--- src/sv/srng_pkg.sv ---
`default_nettype none
// ----------------------------------------------------------------------------
// srng_pkg: shared definitions of the shuffled minimal-standard generator
// Constants of the Lehmer generator, the input codes, the controller command
// bundle and the generator step function.
// ----------------------------------------------------------------------------
package srng_pkg;

  localparam int unsigned VAL_W          = 31;
  localparam int unsigned TABLE_SIZE_DEF = 32;
  localparam int unsigned WARMUP_EXTRA   = 8;

  localparam logic [14:0]      LEHMER_MUL = 15'd16807;
  localparam logic [VAL_W-1:0] LEHMER_MOD = 31'h7FFF_FFFF;

  // Input item kinds carried on tuser.
  localparam logic OP_DRAW   = 1'b0;
  localparam logic OP_RESEED = 1'b1;

  typedef struct packed {
    logic seed_load;     // load the generator with a seed
    logic seed_from_in;  // seed comes from the input item, otherwise one
    logic gen_step;      // advance the generator once
    logic table_fill;    // write the next generator word at the fill address
    logic last_load;     // previous output takes the next generator word
    logic idx_calc;      // register the table index from the previous output
    logic table_read;    // read the table at the registered index
    logic table_swap;    // take the table word, store the generator word
    logic out_load;      // load the result register
  } srng_cmd_t;

  // One generator step: (x * 16807) mod (2^31 - 1). The high part of the
  // product folds back onto the low part because 2^31 is one modulo M.
  function automatic logic [VAL_W-1:0] lehmer_next(input logic [VAL_W-1:0] x);
    logic [VAL_W+14:0] prod;
    logic [VAL_W:0]    fold;
    prod = x * LEHMER_MUL;
    fold = {1'b0, prod[VAL_W-1:0]} + (VAL_W+1)'(prod[VAL_W+14:VAL_W]);
    if (fold >= {1'b0, LEHMER_MOD}) begin
      fold = fold - {1'b0, LEHMER_MOD};
    end
    return fold[VAL_W-1:0];
  endfunction

endpackage
`default_nettype wire

--- src/sv/shuffled_minstd_uniform_rng.sv ---
`default_nettype none
// ----------------------------------------------------------------------------
// shuffled_minstd_uniform_rng: Lehmer generator with a Bays-Durham shuffle
// A draw item is taken in the idle state and then passes the generator step with
// the index calculation, the table read and the table swap before the result
// register is loaded; the next item is taken only after that load, which waits while an untaken result is held.
// A reseed, or the first draw after reset, first runs the warm-up that fills the table.
// Reset sets the generator to 1 and unseeded; the table is not cleared.
// ----------------------------------------------------------------------------
module shuffled_minstd_uniform_rng
  import srng_pkg::*;
#(
  parameter int unsigned TABLE_SIZE = TABLE_SIZE_DEF
) (
  input  wire          clk_i,
  input  wire          rst_ni,
  input  wire          s_tvalid_i,
  output logic         s_tready_o,
  input  wire  [31:0]  s_tdata_i,   // [30:0] seed_value, [31] zero
  input  wire  [0:0]   s_tuser_i,   // [0] opcode
  output logic         m_tvalid_o,
  input  wire          m_tready_i,
  output logic [63:0]  m_tdata_o    // [30:0] random_value, [61:31] generator_word
);

  srng_cmd_t                cmd;
  logic [$clog2(TABLE_SIZE)-1:0] fill_addr;
  logic [VAL_W-1:0]         random_value;
  logic [VAL_W-1:0]         generator_word;

  srng_ctrl #(
    .TABLE_SIZE (TABLE_SIZE)
  ) u_ctrl (
    .clk_i       (clk_i),
    .rst_ni      (rst_ni),
    .s_tvalid_i  (s_tvalid_i),
    .s_tready_o  (s_tready_o),
    .s_tuser_i   (s_tuser_i[0]),
    .m_tvalid_o  (m_tvalid_o),
    .m_tready_i  (m_tready_i),
    .cmd_o       (cmd),
    .fill_addr_o (fill_addr)
  );

  srng_dp #(
    .TABLE_SIZE (TABLE_SIZE)
  ) u_dp (
    .clk_i            (clk_i),
    .rst_ni           (rst_ni),
    .cmd_i            (cmd),
    .fill_addr_i      (fill_addr),
    .seed_i           (s_tdata_i[VAL_W-1:0]),
    .random_value_o   (random_value),
    .generator_word_o (generator_word)
  );

  assign m_tdata_o = {2'b00, generator_word, random_value};

endmodule
`default_nettype wire

--- src/sv/srng_ram.sv ---
`default_nettype none
// ----------------------------------------------------------------------------
// srng_ram: generic simple dual-port RAM
// One write port and one read port with registered read data.
// ----------------------------------------------------------------------------
module srng_ram #(
  parameter int unsigned WIDTH = 31,
  parameter int unsigned DEPTH = 32
) (
  input  wire                      clk_i,
  input  wire                      we_i,
  input  wire [$clog2(DEPTH)-1:0]  waddr_i,
  input  wire [WIDTH-1:0]          wdata_i,
  input  wire                      re_i,
  input  wire [$clog2(DEPTH)-1:0]  raddr_i,
  output logic [WIDTH-1:0]         rdata_o
);

  logic [WIDTH-1:0] mem_q [DEPTH];

  always_ff @(posedge clk_i) begin
    if (we_i) begin
      mem_q[waddr_i] <= wdata_i;
    end
    if (re_i) begin
      rdata_o <= mem_q[raddr_i];
    end
  end

endmodule
`default_nettype wire

--- src/sv/srng_ctrl.sv ---
`default_nettype none
// ----------------------------------------------------------------------------
// srng_ctrl: sequencer of the shuffled generator
// Runs the seeding warm-up and the draw sequence, owns the handshakes.
// ----------------------------------------------------------------------------
module srng_ctrl
  import srng_pkg::*;
#(
  parameter int unsigned TABLE_SIZE = TABLE_SIZE_DEF
) (
  input  wire                            clk_i,
  input  wire                            rst_ni,
  input  wire                            s_tvalid_i,
  output logic                           s_tready_o,
  input  wire                            s_tuser_i,
  output logic                           m_tvalid_o,
  input  wire                            m_tready_i,
  output srng_cmd_t                      cmd_o,
  output logic [$clog2(TABLE_SIZE)-1:0]  fill_addr_o
);

  localparam int unsigned IDX_W = $clog2(TABLE_SIZE);
  localparam int unsigned CNT_W = $clog2(TABLE_SIZE + WARMUP_EXTRA);

  localparam logic [2:0] S_IDLE = 3'd0;
  localparam logic [2:0] S_WARM = 3'd1;
  localparam logic [2:0] S_STEP = 3'd2;
  localparam logic [2:0] S_READ = 3'd3;
  localparam logic [2:0] S_SWAP = 3'd4;
  localparam logic [2:0] S_OUT  = 3'd5;

  logic [2:0]       state_q, state_d;
  logic [CNT_W-1:0] cnt_q, cnt_d;
  logic             seeded_q, seeded_d;
  logic             out_valid_q, out_valid_d;

  always_comb begin
    state_d     = state_q;
    cnt_d       = cnt_q;
    seeded_d    = seeded_q;
    out_valid_d = out_valid_q;
    cmd_o       = '0;
    if (out_valid_q && m_tready_i) begin
      out_valid_d = 1'b0;
    end
    unique case (state_q)
      S_IDLE: begin
        if (s_tvalid_i) begin
          if (s_tuser_i == OP_RESEED || !seeded_q) begin
            cmd_o.seed_load    = 1'b1;
            cmd_o.seed_from_in = (s_tuser_i == OP_RESEED);
            cnt_d              = CNT_W'(TABLE_SIZE + WARMUP_EXTRA - 1);
            state_d            = S_WARM;
          end else begin
            state_d = S_STEP;
          end
        end
      end
      S_WARM: begin
        // The last TABLE_SIZE warm-up words fill the table from the top down.
        cmd_o.gen_step   = 1'b1;
        cmd_o.table_fill = (cnt_q < CNT_W'(TABLE_SIZE));
        if (cnt_q == '0) begin
          cmd_o.last_load = 1'b1;
          seeded_d        = 1'b1;
          state_d         = S_STEP;
        end else begin
          cnt_d = cnt_q - 1'b1;
        end
      end
      S_STEP: begin
        cmd_o.gen_step = 1'b1;
        cmd_o.idx_calc = 1'b1;
        state_d        = S_READ;
      end
      S_READ: begin
        cmd_o.table_read = 1'b1;
        state_d          = S_SWAP;
      end
      S_SWAP: begin
        cmd_o.table_swap = 1'b1;
        state_d          = S_OUT;
      end
      S_OUT: begin
        if (!out_valid_q || m_tready_i) begin
          cmd_o.out_load = 1'b1;
          out_valid_d    = 1'b1;
          state_d        = S_IDLE;
        end
      end
      default: begin
        state_d = S_IDLE;
      end
    endcase
  end

  always_ff @(posedge clk_i or negedge rst_ni) begin
    if (!rst_ni) begin
      state_q     <= S_IDLE;
      cnt_q       <= '0;
      seeded_q    <= 1'b0;
      out_valid_q <= 1'b0;
    end else begin
      state_q     <= state_d;
      cnt_q       <= cnt_d;
      seeded_q    <= seeded_d;
      out_valid_q <= out_valid_d;
    end
  end

  assign s_tready_o  = (state_q == S_IDLE);
  assign m_tvalid_o  = out_valid_q;
  assign fill_addr_o = cnt_q[IDX_W-1:0];

  // A draw never starts on an unfilled table.
  assert property (@(posedge clk_i) disable iff (!rst_ni)
    state_q == S_STEP |-> seeded_q)
    else $error("draw started before the table was seeded");

  // A reseed item always goes through the warm-up.
  assert property (@(posedge clk_i) disable iff (!rst_ni)
    s_tvalid_i && s_tready_o && s_tuser_i == OP_RESEED |=> state_q == S_WARM)
    else $error("reseed item did not start the warm-up");

  // The warm-up counter stays within the warm-up length.
  assert property (@(posedge clk_i) disable iff (!rst_ni)
    state_q == S_WARM |-> cnt_q <= CNT_W'(TABLE_SIZE + WARMUP_EXTRA - 1))
    else $error("warm-up counter out of range");

  // The result register is loaded only when it is free or being emptied.
  assert property (@(posedge clk_i) disable iff (!rst_ni)
    cmd_o.out_load |-> !out_valid_q || m_tready_i)
    else $error("result overwritten before it was taken");

  // A finished item becomes visible at the next edge.
  assert property (@(posedge clk_i) disable iff (!rst_ni)
    cmd_o.out_load |=> m_tvalid_o && state_q == S_IDLE)
    else $error("result not presented after load");

endmodule
`default_nettype wire

--- src/sv/srng_dp.sv ---
`default_nettype none
// ----------------------------------------------------------------------------
// srng_dp: datapath of the shuffled generator
// Generator register, previous output, index unit, shuffle table, result.
// ----------------------------------------------------------------------------
module srng_dp
  import srng_pkg::*;
#(
  parameter int unsigned TABLE_SIZE = TABLE_SIZE_DEF
) (
  input  wire                            clk_i,
  input  wire                            rst_ni,
  input  srng_cmd_t                      cmd_i,
  input  wire [$clog2(TABLE_SIZE)-1:0]   fill_addr_i,
  input  wire [VAL_W-1:0]                seed_i,
  output logic [VAL_W-1:0]               random_value_o,
  output logic [VAL_W-1:0]               generator_word_o
);

  localparam int unsigned IDX_W   = $clog2(TABLE_SIZE);
  // Index divisor 1 + (M-1)/TABLE_SIZE, done as a multiply by a rounded-up
  // reciprocal with enough fraction bits to be exact for every 31-bit value.
  localparam logic [63:0] DIV_C   = 64'd1 + (64'(LEHMER_MOD) - 64'd1) / 64'(TABLE_SIZE);
  localparam int unsigned SHIFT_C = VAL_W + $clog2(DIV_C);
  localparam logic [63:0] RECIP_FULL = ((64'd1 << SHIFT_C) + DIV_C - 64'd1) / DIV_C;
  localparam int unsigned RECIP_W = 33;
  localparam logic [RECIP_W-1:0] RECIP_C = RECIP_W'(RECIP_FULL);

  logic [VAL_W-1:0]         lehmer_q, lehmer_d;
  logic [VAL_W-1:0]         last_q, last_d;
  logic [IDX_W-1:0]         idx_q, idx_d;
  logic [VAL_W-1:0]         rand_q, gen_q;
  logic [VAL_W-1:0]         gen_next;
  logic [VAL_W-1:0]         seed_fix;
  logic [VAL_W+RECIP_W-1:0] idx_prod;
  logic                     ram_we;
  logic [IDX_W-1:0]         ram_waddr;
  logic [VAL_W-1:0]         ram_wdata;
  logic [VAL_W-1:0]         ram_rdata;

  assign gen_next = lehmer_next(lehmer_q);

  // Seeds of zero and of the modulus itself would lock the generator at zero.
  always_comb begin
    seed_fix = VAL_W'(1);
    if (cmd_i.seed_from_in && seed_i != '0 && seed_i != LEHMER_MOD) begin
      seed_fix = seed_i;
    end
  end

  assign idx_prod = last_q * RECIP_C;

  always_comb begin
    lehmer_d = lehmer_q;
    last_d   = last_q;
    idx_d    = idx_q;
    if (cmd_i.seed_load) begin
      lehmer_d = seed_fix;
    end else if (cmd_i.gen_step) begin
      lehmer_d = gen_next;
    end
    if (cmd_i.last_load) begin
      last_d = gen_next;
    end else if (cmd_i.table_swap) begin
      last_d = ram_rdata;
    end
    if (cmd_i.idx_calc) begin
      idx_d = idx_prod[SHIFT_C +: IDX_W];
    end
  end

  always_ff @(posedge clk_i or negedge rst_ni) begin
    if (!rst_ni) begin
      lehmer_q <= VAL_W'(1);
      last_q   <= '0;
      idx_q    <= '0;
    end else begin
      lehmer_q <= lehmer_d;
      last_q   <= last_d;
      idx_q    <= idx_d;
    end
  end

  always_ff @(posedge clk_i) begin
    if (cmd_i.out_load) begin
      rand_q <= last_q;
      gen_q  <= lehmer_q;
    end
  end

  assign ram_we    = cmd_i.table_fill | cmd_i.table_swap;
  assign ram_waddr = cmd_i.table_fill ? fill_addr_i : idx_q;
  assign ram_wdata = cmd_i.table_fill ? gen_next : lehmer_q;

  srng_ram #(
    .WIDTH (VAL_W),
    .DEPTH (TABLE_SIZE)
  ) u_table (
    .clk_i   (clk_i),
    .we_i    (ram_we),
    .waddr_i (ram_waddr),
    .wdata_i (ram_wdata),
    .re_i    (cmd_i.table_read),
    .raddr_i (idx_q),
    .rdata_o (ram_rdata)
  );

  assign random_value_o   = rand_q;
  assign generator_word_o = gen_q;

endmodule
`default_nettype wire

--- config.mk ---
export PLATFORM = sky130hd
export DESIGN_NAME = shuffled_minstd_uniform_rng
export DESIGN_NICKNAME = d
export VERILOG_FILES = /design/src/sv/srng_pkg.sv /design/src/sv/shuffled_minstd_uniform_rng.sv /design/src/sv/srng_ram.sv /design/src/sv/srng_ctrl.sv /design/src/sv/srng_dp.sv
export SDC_FILE = /design/constraint.sdc
export NUM_CORES = 2
export LEC_CHECK = 0
export ABC_AREA = 0
export ABC_CLOCK_PERIOD_IN_PS = 13800
export BUFFER_PORTS_ARGS = -buffer_cell sky130_fd_sc_hd__buf_4
export CAP_MARGIN = 15
export CELL_PAD_IN_SITES_DETAIL_PLACEMENT = 1
export CELL_PAD_IN_SITES_GLOBAL_PLACEMENT = 2
export CORE_ASPECT_RATIO = 1.4
export CORE_MARGIN = 1.5
export CORE_UTILIZATION = 35
export DETAILED_ROUTE_END_ITERATION = 16
export PLACE_DENSITY_LB_ADDON = 0.1
export SYNTH_ARGS = -nofsm -noshare
export SYNTH_HDL_FRONTEND = slang
export SYNTH_SLANG_ARGS = --single-unit
--- constraint.sdc ---
create_clock -name clk_i -period 13.8 [get_ports clk_i]
set_input_delay 1.38 -clock clk_i [delete_from_list [all_inputs] [get_ports clk_i]]
set_output_delay 1.38 -clock clk_i [all_outputs]
set_load 0.02 [all_outputs]
==> results by group <==
Route
  • # DRC: 0
  • Drt total wl: 174,000 um
  • Via density: 5.38
  • Via count: 30,163
  • Initial DRC count: 2,153
  • TritonRoute pass-1 iters: 7
  • Routed Antenna Nets: 0
  • Avg WL per Cell: 31.0 um

Floorplan
  • Core ar.: 155,000 um2
  • I/O pin count: 103
  • Die Wd: 337 um
  • Initial cell density of the core: 35.2%
  • Row cnt: 171
  • Die area: 158,000 um2
  • Die height: 470 um

Setup path
  • CP arrival: 13.57 ns
  • CP max FO: 32
  • Top delay family on crit path: compound AO/OA/AOI/OAI gates
  • Reg-to-Reg End: u_dp.u_table.mem_q[4][3]
  • Slowest library cell on the worst path: a221oi_1
  • R2R depth: 39
  • Critical path endpoint category: flop
  • R2R Setup Slk: 0.76 ns
  • Crit start category: flop
  • Critical R2R Launch: u_dp.lehmer_q[17]
  • Most frequent CP cell: fa_1
  • Buf/Inv on CP: 5
  • Slowest Stage Delay on Critical Path: 0.62 ns
  • Crit Path Category: reg2reg
  • Req. time, crit path: 14.33 ns

Hold path
  • HP Class: reg2reg
  • Hold path startpoint: u_dp.last_q[22]
  • WHS Endpoint: u_dp.random_value_o[22]
  • Hold path depth: 0

Global route
  • First-pass GRT wire length: 248,000 um
  • Initial antenna violation count: 4
  • Total gr overflow: 0
  • Grt met3 use: 1.98%
  • Global routing's busiest layer: met2
  • GRT Total Usage: 22.3%
  • Met1 usage: 26.6%
  • Vias in the first global route: 33,200
  • Largest net degree at the start of global routing: 146
  • Met2 Use GR: 40.3%

Synth
  • Cell variety after synth: 88
  • Ys async rst share: 6.71%
  • Syn avg cell area: 17.0 um2
  • Top post-synthesis cells by area: edfxtp_1 60%, mux4_2 13%, fa_1 4.9%
  • Sequential share of the synthesized area: 63.3%
  • Ys flop type: edfxtp_1
  • Leading area contributor after synthesis: edfxtp_1
  • Synthesized area: 54,600 um2
  • Number of synthesized flops with an enable pin: 1,085
  • Mapped Cells: 3,211
  • Seq cells post-synth: 1,163
  • Synth top area share: 59.7%
  • Ys Warns: 0

Clocking
  • Clk buf depth: 3
  • H-tree depth: 3
  • Root Driver: clkbuf_16
  • Clock Latency Late Sink: 0.75 ns
  • CTS tree: done
  • CTS Sinks: 1,163
  • Num CTS Buffers: 115
  • Post-CTS Setup Inserts: 0
  • Hold_buf cts: 0
  • Clock transition at path regs: 0.07 ns

Placement
  • Placer Congestion: 0.899
  • HPWL Detailed: 111,000 um
  • IO buf count: 99

Timing
  • Final hold vios: 0
  • Crit path time final: 13.04 ns
  • Slew margin rel.: 26.6%
  • Fin Hold WS: 0.426 ns
  • Least-Margin Pin Slew: 1.09 ns
  • Period utilisation layout: 94.5%
  • Slew Viols, Final: 0
  • Final setup viols: 0
  • RSZ-0062 raised after global routing: no
  • Setup_tns: 0 ns
  • Highest clock rate: 76.7 MHz
  • Clk_skew: 0.0420 ns

Cells and area
  • Area growth from synthesis to layout: 15.3%
  • Share of cells above drive strength 1: 24.6%
  • Nets: 3,809

Flow run
  • Number of max-cap violations: 0

Outcome
  • Status: complete, no violations
-- per-stage QoR --
step                      setup slack [ns]  area [um2]  cells  utilization (%)
final                                0.758       62900   5607             40.6
after CTS                            0.520       62800   5595             40.5
after global routing                 0.253       62900   5605             40.6
after floorplan                       2.35       54600   3212                -
after global placement               0.587       59000   5384             38.1
after detailed placement             0.639       59000   5384             38.1
-- worst max path at each step --
stage                      start                          to  slack (ns)  cells after the start
3_5_place_dp   u_dp.lehmer_q[17]  u_dp.u_table.mem_q[22][14]        0.64                     39
2_1_floorplan  u_dp.lehmer_q[21]    u_dp.u_table.mem_q[0][0]        2.35                     42
3_3_place_gp   u_dp.lehmer_q[17]  u_dp.u_table.mem_q[24][14]        0.59                     39
5_1_grt        u_dp.lehmer_q[17]   u_dp.u_table.mem_q[21][3]        0.25                     39
6_report       u_dp.lehmer_q[17]    u_dp.u_table.mem_q[4][3]        0.76                     39
4_1_cts        u_dp.lehmer_q[17]  u_dp.u_table.mem_q[28][14]        0.52                     39
-- what timing repair did --
item                                    4_1_cts  5_1_grt
endpoints found under the setup margin        0       30
hold endpoints to repair                      0        0
resized for setup                             0        1
-- sequential cells by signal (all words and copies together), names as in the netlist --
| register | flops |
|---|---|
| u_dp.u_table.mem_q | 992 |
| u_dp.generator_word_o | 31 |
| u_dp.last_q | 31 |
| u_dp.lehmer_q | 31 |
| u_dp.random_value_o | 31 |
| u_dp.u_table.rdata_o | 31 |
| u_ctrl.cnt_q | 6 |
| u_dp.idx_q | 5 |
| u_ctrl.state_q | 3 |
| u_ctrl.m_tvalid_o | 1 |
| u_ctrl.seeded_q | 1 |
-- kinds of logic after synthesis --
family                     Yosys count  synth area share (%)
DFF                               1163                  63.3
and+or+nand+nor                    454                  4.23
buffers and inverters              428                  2.99
AOI/OAI and AO/OA                  380                  4.70
muxes                              366                  13.9
adders and majority gates          338                  9.59
xor gates and xnor gates            81                  1.30
other                                1               0.00687
-- cell usage after synthesis (17+ instances only) --
master	instances
xnor2_1	55
nor2b_1	29
fa_1	134
ha_1	204
a21oi_1	88
inv_1	287
o21ai_0	71
dfrtp_1	77
edfxtp_1	1085
clkbuf_1	99
nor2_1	120
mux4_2	310
a31oi_1	22
a211oi_1	28
o211ai_1	19
nor3_1	27
mux2_2	39
and2_1	18
nand2_1	114
xor2_1	26
a21o_1	28
buf_1	32
mux2i_1	17
nand4_1	20
nand2b_1	18
nand3_1	31
-- layer usage --
metal | part of all wire (%) | wire length (um) | vias up
li1 | - | - | 12922
met1 | 39 | 67500 | 16403
met2 | 53 | 92700 | 604
met3 | 3.1 | 5450 | 234
met4 | 4.7 | 8250 | 0
met5 | 0 | 0 | -
-- layout by cell type (no fill, tap or decap), types with 16 or more instances in the layout --
| cell type | instances |
|---|---|
| nor2_1 | 85 |
| clkbuf_1 | 19 |
| o211ai_1 | 19 |
| nor2_4 | 34 |
| o21ai_0 | 58 |
| ha_1 | 204 |
| dfrtp_1 | 71 |
| edfxtp_1 | 1085 |
| xor2_1 | 26 |
| a21oi_1 | 88 |
| clkbuf_16 | 118 |
| nand4_1 | 20 |
| a211oi_1 | 27 |
| inv_1 | 287 |
| buf_4 | 229 |
| nor3_1 | 26 |
| clkinv_1 | 21 |
| mux2i_1 | 17 |
| a31oi_1 | 16 |
| nand3_1 | 31 |
| and2_1 | 18 |
| mux2_2 | 39 |
| nand2_1 | 114 |
| xnor2_1 | 55 |
| a21o_1 | 28 |
| mux4_2 | 310 |
| nor2b_1 | 28 |
| nand2b_1 | 18 |
| fa_1 | 134 |
| clkinv_2 | 16 |
-- layout make-up --
class	instances	area, um2
clock inverters	74	772
multi-input cells	1621	18900
repair buffers	246	2030
well taps	2076	2600
inverters	287	1080
diodes	3	7.51
flip-flops and latches	1163	34600
clock buffers	137	3020
fillers	15177	92000
Power is left out: the tool's default activity adds up to more than one toggle a clock period on the data nets, which glitch-free logic cannot reach.
